==> config.mk <==
export PLATFORM = sky130hd
export DESIGN_NAME = yuyv_pair_to_bgr_core
export DESIGN_NICKNAME = d
export VERILOG_FILES = /design/src/hw/rtl/y2b_pkg.sv /design/src/hw/rtl/y2b_chroma.sv /design/src/hw/rtl/y2b_lane.sv /design/src/hw/rtl/yuyv_pair_to_bgr_core.sv
export SDC_FILE = /design/constraint.sdc
export NUM_CORES = 1
export LEC_CHECK = 0
export CAP_MARGIN = 20
export CORE_MARGIN = 4
export CORE_UTILIZATION = 67
export DETAILED_ROUTE_END_ITERATION = 6
export DONT_BUFFER_PORTS = 1
export PLACE_DENSITY = 0.83
export SETUP_SLACK_MARGIN = 0.05
export SYNTH_ARGS = -nofsm -noshare
export SYNTH_HDL_FRONTEND = slang
export SYNTH_SLANG_ARGS = --single-unit
==> constraint.sdc <==
create_clock -name clk -period 6 [get_ports clk]
set_input_delay 0.6 -clock clk [delete_from_list [all_inputs] [get_ports clk]]
set_output_delay 0.6 -clock clk [all_outputs]
set_load 0.1 [all_outputs]
==> src/hw/rtl/y2b_pkg.sv <==
`timescale 1ns / 1ps
`default_nettype none

package y2b_pkg;

    // Coefficient fraction bits (fixed point, floored at the output).
    localparam int COEF_FRAC_BITS = 10;

    // Product width: 10-bit signed offset input times a signed coefficient.
    localparam int COEF_W = COEF_FRAC_BITS + 2;
    localparam int PROD_W = COEF_W + 11;
    // Sum of three products.
    localparam int ACC_W  = PROD_W + 2;

    localparam int K_Y_I  = (1164 * (2 ** COEF_FRAC_BITS) + 500) / 1000;
    localparam int K_BU_I = (2018 * (2 ** COEF_FRAC_BITS) + 500) / 1000;
    localparam int K_GV_I = (813 * (2 ** COEF_FRAC_BITS) + 500) / 1000;
    localparam int K_GU_I = (394 * (2 ** COEF_FRAC_BITS) + 500) / 1000;
    localparam int K_RV_I = (1596 * (2 ** COEF_FRAC_BITS) + 500) / 1000;

    localparam logic signed [PROD_W-1:0] K_Y  = PROD_W'(K_Y_I);
    localparam logic signed [PROD_W-1:0] K_BU = PROD_W'(K_BU_I);
    localparam logic signed [PROD_W-1:0] K_GV = PROD_W'(K_GV_I);
    localparam logic signed [PROD_W-1:0] K_GU = PROD_W'(K_GU_I);
    localparam logic signed [PROD_W-1:0] K_RV = PROD_W'(K_RV_I);

    localparam logic [7:0] KNEE_RESET = 8'd250;

    // Chroma products shared by both pixel lanes.
    typedef struct packed {
        logic signed [PROD_W-1:0] bu;
        logic signed [PROD_W-1:0] gv;
        logic signed [PROD_W-1:0] gu;
        logic signed [PROD_W-1:0] rv;
    } chroma_prod_t;

    typedef struct packed {
        logic [7:0] red;
        logic [7:0] green;
        logic [7:0] blue;
    } bgr_t;

endpackage

`default_nettype wire

==> src/hw/rtl/y2b_chroma.sv <==
`timescale 1ns / 1ps
`default_nettype none

// Shared chroma multipliers, one register stage.
module y2b_chroma
(
    input  wire logic                  clk,
    input  wire logic                  load,
    input  wire logic [7:0]            cb,
    input  wire logic [7:0]            cr,
    output y2b_pkg::chroma_prod_t      prod
);

    logic signed [8:0]                 du;
    logic signed [8:0]                 dv;
    logic signed [y2b_pkg::PROD_W-1:0] du_x;
    logic signed [y2b_pkg::PROD_W-1:0] dv_x;
    y2b_pkg::chroma_prod_t             prod_next;
    y2b_pkg::chroma_prod_t             prod_reg;

    // byte - 128, sign extended
    assign du   = signed'({~cb[7], ~cb[7], cb[6:0]});
    assign dv   = signed'({~cr[7], ~cr[7], cr[6:0]});
    assign du_x = y2b_pkg::PROD_W'(du);
    assign dv_x = y2b_pkg::PROD_W'(dv);

    always_comb
    begin
        prod_next.bu = du_x * y2b_pkg::K_BU;
        prod_next.gv = dv_x * y2b_pkg::K_GV;
        prod_next.gu = du_x * y2b_pkg::K_GU;
        prod_next.rv = dv_x * y2b_pkg::K_RV;
    end

    always_ff @(posedge clk)
    begin
        if (load)
        begin
            prod_reg <= prod_next;
        end
    end

    assign prod = prod_reg;

endmodule

`default_nettype wire

==> src/hw/rtl/y2b_lane.sv <==
`timescale 1ns / 1ps
`default_nettype none

// One pixel lane: luma product (registered), then channel sums and clip.
module y2b_lane
(
    input  wire logic                  clk,
    input  wire logic                  load,
    input  wire logic [7:0]            luma,
    input  wire y2b_pkg::chroma_prod_t chroma,
    input  wire logic [7:0]            clip_knee,
    output y2b_pkg::bgr_t              pix
);

    localparam int F = y2b_pkg::COEF_FRAC_BITS;
    localparam int A = y2b_pkg::ACC_W;

    logic signed [9:0]                 dy;
    logic signed [y2b_pkg::PROD_W-1:0] ly_next;
    logic signed [y2b_pkg::PROD_W-1:0] ly_reg;
    logic signed [A-1:0]               ly_x;
    logic signed [A-1:0]               acc_b;
    logic signed [A-1:0]               acc_g;
    logic signed [A-1:0]               acc_r;
    logic signed [A-1:0]               knee_fix;

    function automatic logic [7:0] clip(input logic signed [A-1:0] acc,
                                        input logic signed [A-1:0] kf);
        logic [7:0] res;
        if (acc[A-1])
            res = 8'd0;
        else if (acc > kf)
            res = 8'd255;
        else
            res = acc[F+7:F];
        return res;
    endfunction

    assign dy      = signed'({2'b00, luma}) - 10'sd16;
    assign ly_next = y2b_pkg::PROD_W'(dy) * y2b_pkg::K_Y;

    always_ff @(posedge clk)
    begin
        if (load)
        begin
            ly_reg <= ly_next;
        end
    end

    assign ly_x     = A'(ly_reg);
    assign acc_b    = ly_x + A'(chroma.bu);
    assign acc_g    = ly_x - A'(chroma.gv) - A'(chroma.gu);
    assign acc_r    = ly_x + A'(chroma.rv);
    assign knee_fix = signed'(A'({clip_knee, {F{1'b0}}}));

    always_comb
    begin
        pix.blue  = clip(acc_b, knee_fix);
        pix.green = clip(acc_g, knee_fix);
        pix.red   = clip(acc_r, knee_fix);
    end

endmodule

`default_nettype wire

==> src/hw/rtl/yuyv_pair_to_bgr_core.sv <==
`timescale 1ns / 1ps
// YUYV pair to BGR (BT.601 video range), two pixel lanes side by side.
// An input word passes the stage 1 and stage 2 registers to its output word.
// Throughput: one word per cycle while the output is not stalled; stage 1
// holds the multipliers, stage 2 the sums, clip and the output register.
// Reset (rst_n, async, active low): pipeline emptied, clip_knee set to 250.
`default_nettype none

module yuyv_pair_to_bgr_core
(
    input  wire logic        clk,
    input  wire logic        rst_n,

    // clip_knee write
    input  wire logic        cfg_we,
    input  wire logic [7:0]  cfg_data,

    input  wire logic        s_axis_tvalid,
    output logic             s_axis_tready,
    // [7:0] first_luma, [15:8] shared_cb, [23:16] second_luma, [31:24] shared_cr
    input  wire logic [31:0] s_axis_tdata,

    output logic             m_axis_tvalid,
    input  wire logic        m_axis_tready,
    // [7:0] first_blue, [15:8] first_green, [23:16] first_red,
    // [31:24] second_blue, [39:32] second_green, [47:40] second_red
    output logic [47:0]      m_axis_tdata
);

    logic                  knee_we;
    logic [7:0]            clip_knee_reg;
    logic                  v1_reg;
    logic                  v2_reg;
    logic                  en1;
    logic                  en2;
    logic                  load1;
    y2b_pkg::chroma_prod_t chroma;
    y2b_pkg::bgr_t         pix0;
    y2b_pkg::bgr_t         pix1;
    logic [47:0]           out_next;
    logic [47:0]           out_reg;

    // stage enables: a stage may take a new word when empty or draining
    assign en2           = !v2_reg || m_axis_tready;
    assign en1           = !v1_reg || en2;
    assign s_axis_tready = en1;
    assign load1         = en1 && s_axis_tvalid;

    assign knee_we = cfg_we;

    always_ff @(posedge clk or negedge rst_n)
    begin
        if (!rst_n)
        begin
            clip_knee_reg <= y2b_pkg::KNEE_RESET;
        end
        else if (knee_we)
        begin
            clip_knee_reg <= cfg_data;
        end
    end

    always_ff @(posedge clk or negedge rst_n)
    begin
        if (!rst_n)
        begin
            v1_reg <= 1'b0;
            v2_reg <= 1'b0;
        end
        else
        begin
            if (en1)
            begin
                v1_reg <= s_axis_tvalid;
            end
            if (en2)
            begin
                v2_reg <= v1_reg;
            end
        end
    end

    // shared Cb/Cr products
    y2b_chroma u_chroma
    (
        .clk  (clk),
        .load (load1),
        .cb   (s_axis_tdata[15:8]),
        .cr   (s_axis_tdata[31:24]),
        .prod (chroma)
    );

    y2b_lane u_lane0
    (
        .clk       (clk),
        .load      (load1),
        .luma      (s_axis_tdata[7:0]),
        .chroma    (chroma),
        .clip_knee (clip_knee_reg),
        .pix       (pix0)
    );

    y2b_lane u_lane1
    (
        .clk       (clk),
        .load      (load1),
        .luma      (s_axis_tdata[23:16]),
        .chroma    (chroma),
        .clip_knee (clip_knee_reg),
        .pix       (pix1)
    );

    // merge: pack both pixels B,G,R into the output word
    assign out_next = {pix1.red, pix1.green, pix1.blue,
                       pix0.red, pix0.green, pix0.blue};

    always_ff @(posedge clk)
    begin
        if (en2 && v1_reg)
        begin
            out_reg <= out_next;
        end
    end

    assign m_axis_tvalid = v2_reg;
    assign m_axis_tdata  = out_reg;

    // stage 1 never loses a word while stage 2 is blocked
    a_s1_hold: assert property (@(posedge clk) disable iff (!rst_n)
        v1_reg && !en2 |=> v1_reg)
        else $error("stage 1 word dropped under stall");

    // input stalls only when both stages are full and output blocked
    a_ready: assert property (@(posedge clk) disable iff (!rst_n)
        !s_axis_tready |-> v1_reg && v2_reg && !m_axis_tready)
        else $error("input stalled without full pipeline");

    // taken output with nothing behind it leaves the output empty
    a_drain: assert property (@(posedge clk) disable iff (!rst_n)
        m_axis_tvalid && m_axis_tready && !v1_reg |=> !m_axis_tvalid)
        else $error("output word repeated");

    // accepted input always occupies stage 1 next cycle
    a_fill: assert property (@(posedge clk) disable iff (!rst_n)
        s_axis_tvalid && s_axis_tready |=> v1_reg)
        else $error("accepted word lost");

endmodule

`default_nettype wire

==> metrics.yaml <==
crit_arrival_ns: 5.64
gr-total-overflow: 0
antenna_found_initial: 1
tritoncts_clock_tree: "done"
drt_first_iter_violations: 1314
timing.max_slew.rel_slack: 0.249
number_of_instances_in_the_synthesized_netlist: 1992
gpl.final_weighted_congestion: 1.02
synth-async-reset-ratio: 0.0606
final_area_um2: 20700
die-width_um: 179
worstRegToRegCells: 21
drc: 0
yosys.area.top_type_share: 0.255
cp.required_ns: 6.15
detailedRoute.firstPassIterationCount: 6
route.vias.total: 14939
critical_path_class: "register to register"
fin_tns_setup_ns: 0
post_detailed_route_count_of_antenna_violating_nets: 0
max_cap_viol_count: 0
floorplan.core_area_um2: 28800
avgSynthCellArea_um2: 9.84
power.static_leakage_nw: 9.68
syn-num-nets: 2538
cts_root_buf: "sky130_fd_sc_hd__clkbuf_16"
drive_above_1_share: 0.0391
die_h_um: 179
synth.cell_area_um2: 19600
synthDistinctLibCells: 88
timing.rr.end: "m_axis_tdata[39]"
drt-vias-per-instance: 6.21
critical_path.startpoint_type: "register"
rows: 62
count_of_filler_cells_inserted_in_the_layout: 2105
worst-r2r-setup-slack_ns: 0.51
pwr_density_cell_nw_per_um2: 582
route.final.wire_length_um: 50100
max-vdd-ir-drop_mv: 0.381
flip_flop_count_of_the_largest_register_all_copies_and_words_added: 71
post-synth-top-count-cell: "sky130_fd_sc_hd__ha_1"
drv_slew: 0
cts_made_buffers: 17
area_growth_pct: 5.49
syn_warnings: 0
hold_class: "input port to async pin"
final_hold_viol_count: 0
dpl_cell_area_um2: 20100
setup_viol: 0
largest_cells_by_area_after_synthesis: "sky130_fd_sc_hd__ha_1 25%, sky130_fd_sc_hd__edfxtp_1 24%, sky130_fd_sc_hd__fa_1 10%, sky130_fd_sc_hd__inv_1 5.8%, sky130_fd_sc_hd__xnor2_1 4.5%"
place.detailed.hpwl_um: 42000
clock_sinks: 165
yosys.area.top_type: "sky130_fd_sc_hd__ha_1"
timing.final.crit_share: 0.915
finalWorstPathRequiredPeriod_ns: 5.49
initial_core_util: 0.681
num_antenna_cells: 0
grt_start_max_net_pins: 70
hold_ws_ns: 0.0200
design.die.area_um2: 32100
ys_ff_latch: 165
path_clk_slew_ns: 0.07
boundaryPins: 95
cts.path.max_buffers: 2
gr-usage-all-layers: 0.313
cts-htree-levels: 4
status: "complete, no violations"
worst_clock_skew_ns: 0.0152
tightestPinTransition_ns: 1.12
post_synth_most_frequent_cells: "399 x sky130_fd_sc_hd__ha_1, 304 x sky130_fd_sc_hd__inv_1, 155 x sky130_fd_sc_hd__edfxtp_1"
finish.net_count: 2556
clock_latency_ns: 0.43
crit-reg2reg-launch: "u_chroma.prod[49]"
ys_dominant_reg_cell: "sky130_fd_sc_hd__edfxtp_1"
rsz0062_at_grt: "yes"
synth-edff-count: 155
timing.fmax_mhz: 182
critical_path_peak_fanout: 5
routedWlPerCell_um: 20.8
worst_setup_path_end_kind: "register"
wire_length_of_the_first_global_routing_pass_um: 77000
port_buffers: 0
synth-seq-area-share: 0.250
vias_in_the_first_global_route: 14591
## placed cells by master, fill, tap and decap left out, drive strengths merged, types with 7 or more instances in the layout
master	n
o211ai	10
nor3b	7
a21boi	9
nor4	16
nand2b	22
a21oi	147
xor2	40
fa	102
a21o	48
or3	7
nand4	18
o21bai	17
and2	10
xnor2	100
mux2i	7
buf	7
o21a	47
a31oi	19
nor2b	25
nand3	27
nor2	100
nand2	74
o41ai	7
and3	15
nor3	39
a211oi	19
a31o	7
inv	308
clkbuf	21
a211o	8
edfxtp	155
o21ai	91
ha	399
## power breakdown
| group | switching, mW | total (mW) | internal [mW] |
|---|---|---|---|
| Sequential | 0.938 | 2.65 | 1.71 |
| Clock | 0.501 | 1.06 | 0.562 |
| Combinational | 4.89 | 8.34 | 3.45 |
| Total | 6.33 | 12.0 | 5.72 |
## stage by stage
stage               worst slack, ns  power [mW]  std cells   util
global route                 0.0246        13.0       2407  0.719
global placement              0.682        10.5       2373  0.699
CTS                           0.531        11.8       2406  0.718
detailed placement            0.567        10.7       2373  0.699
floorplan                      1.04        8.75       1992      -
finish                        0.509        12.0       2407  0.719
## worst max-delay path: stages (launching register included)
cell	delay, ns
sky130_fd_sc_hd__edfxtp_1	0.48
sky130_fd_sc_hd__inv_1	0.16
sky130_fd_sc_hd__fa_1	0.53
sky130_fd_sc_hd__ha_1	0.37
sky130_fd_sc_hd__nor2b_1	0.16
sky130_fd_sc_hd__o21a_1	0.19
sky130_fd_sc_hd__o21ai_1	0.16
sky130_fd_sc_hd__a211oi_1	0.15
sky130_fd_sc_hd__o21ai_1	0.26
sky130_fd_sc_hd__nand2_1	0.12
sky130_fd_sc_hd__a31oi_1	0.20
sky130_fd_sc_hd__xor2_1	0.30
sky130_fd_sc_hd__inv_1	0.08
sky130_fd_sc_hd__ha_1	0.29
sky130_fd_sc_hd__nand4_1	0.12
sky130_fd_sc_hd__a2111oi_0	0.39
sky130_fd_sc_hd__nand2_1	0.09
sky130_fd_sc_hd__a211o_1	0.25
sky130_fd_sc_hd__nor4_1	0.18
sky130_fd_sc_hd__o21ai_1	0.24
sky130_fd_sc_hd__a21oi_2	0.32
sky130_fd_sc_hd__a41oi_1	0.15
## metal layers
metal | share of wire | global-route usage | vias up
met5 | 0.00034 | 0 | -
met4 | 0.036 | 0.104 | 2
met3 | 0.088 | 0.0677 | 102
met2 | 0.44 | 0.489 | 604
met1 | 0.44 | 0.435 | 7090
li1 | - | - | 7141
## timing repair
action	in CTS	in global routing
hold endpoints to repair	4	1
gates resized for setup	0	3
endpoints found under the setup margin	0	13
hold buffers	1	1
buffers inserted	0	0
## how the worst max path moves through the flow
stage                       from                 end  slack (ns)  cells past startpoint
4_1_cts        u_chroma.prod[49]    m_axis_tdata[39]        0.53                     21
5_1_grt        u_chroma.prod[49]    m_axis_tdata[39]        0.02                     21
3_3_place_gp   u_chroma.prod[49]    m_axis_tdata[14]        0.68                     22
6_report       u_chroma.prod[49]    m_axis_tdata[39]        0.51                     21
2_1_floorplan    s_axis_tdata[4]  u_lane0.ly_reg[19]        1.04                     19
3_5_place_dp   u_chroma.prod[49]    m_axis_tdata[39]        0.57                     21
## cells by family after synthesis
| kind of cell | after synthesis | share of synthesized area |
|---|---|---|
| and+or+nand+nor | 378 | 0.0992 |
| adders and majority gates | 501 | 0.359 |
| xor gates and xnor gates | 140 | 0.0625 |
| AOI/OAI and AO/OA | 483 | 0.163 |
| buffers and inverters | 315 | 0.0607 |
| DFF | 165 | 0.250 |
| muxes | 10 | 0.00530 |
## final cells by class
type	instances	area, µm²	share of cell area
clock buffers	21	460	0.0223
clock inverters	11	92.6	0.00448
inverters	305	1140	0.0553
multi-input cells	1512	13500	0.654
flip-flops and latches	165	4910	0.237
well taps	384	480	0.0232
repair buffers	9	72.6	0.00351
Note: power is estimated with default switching activity, not from simulation.
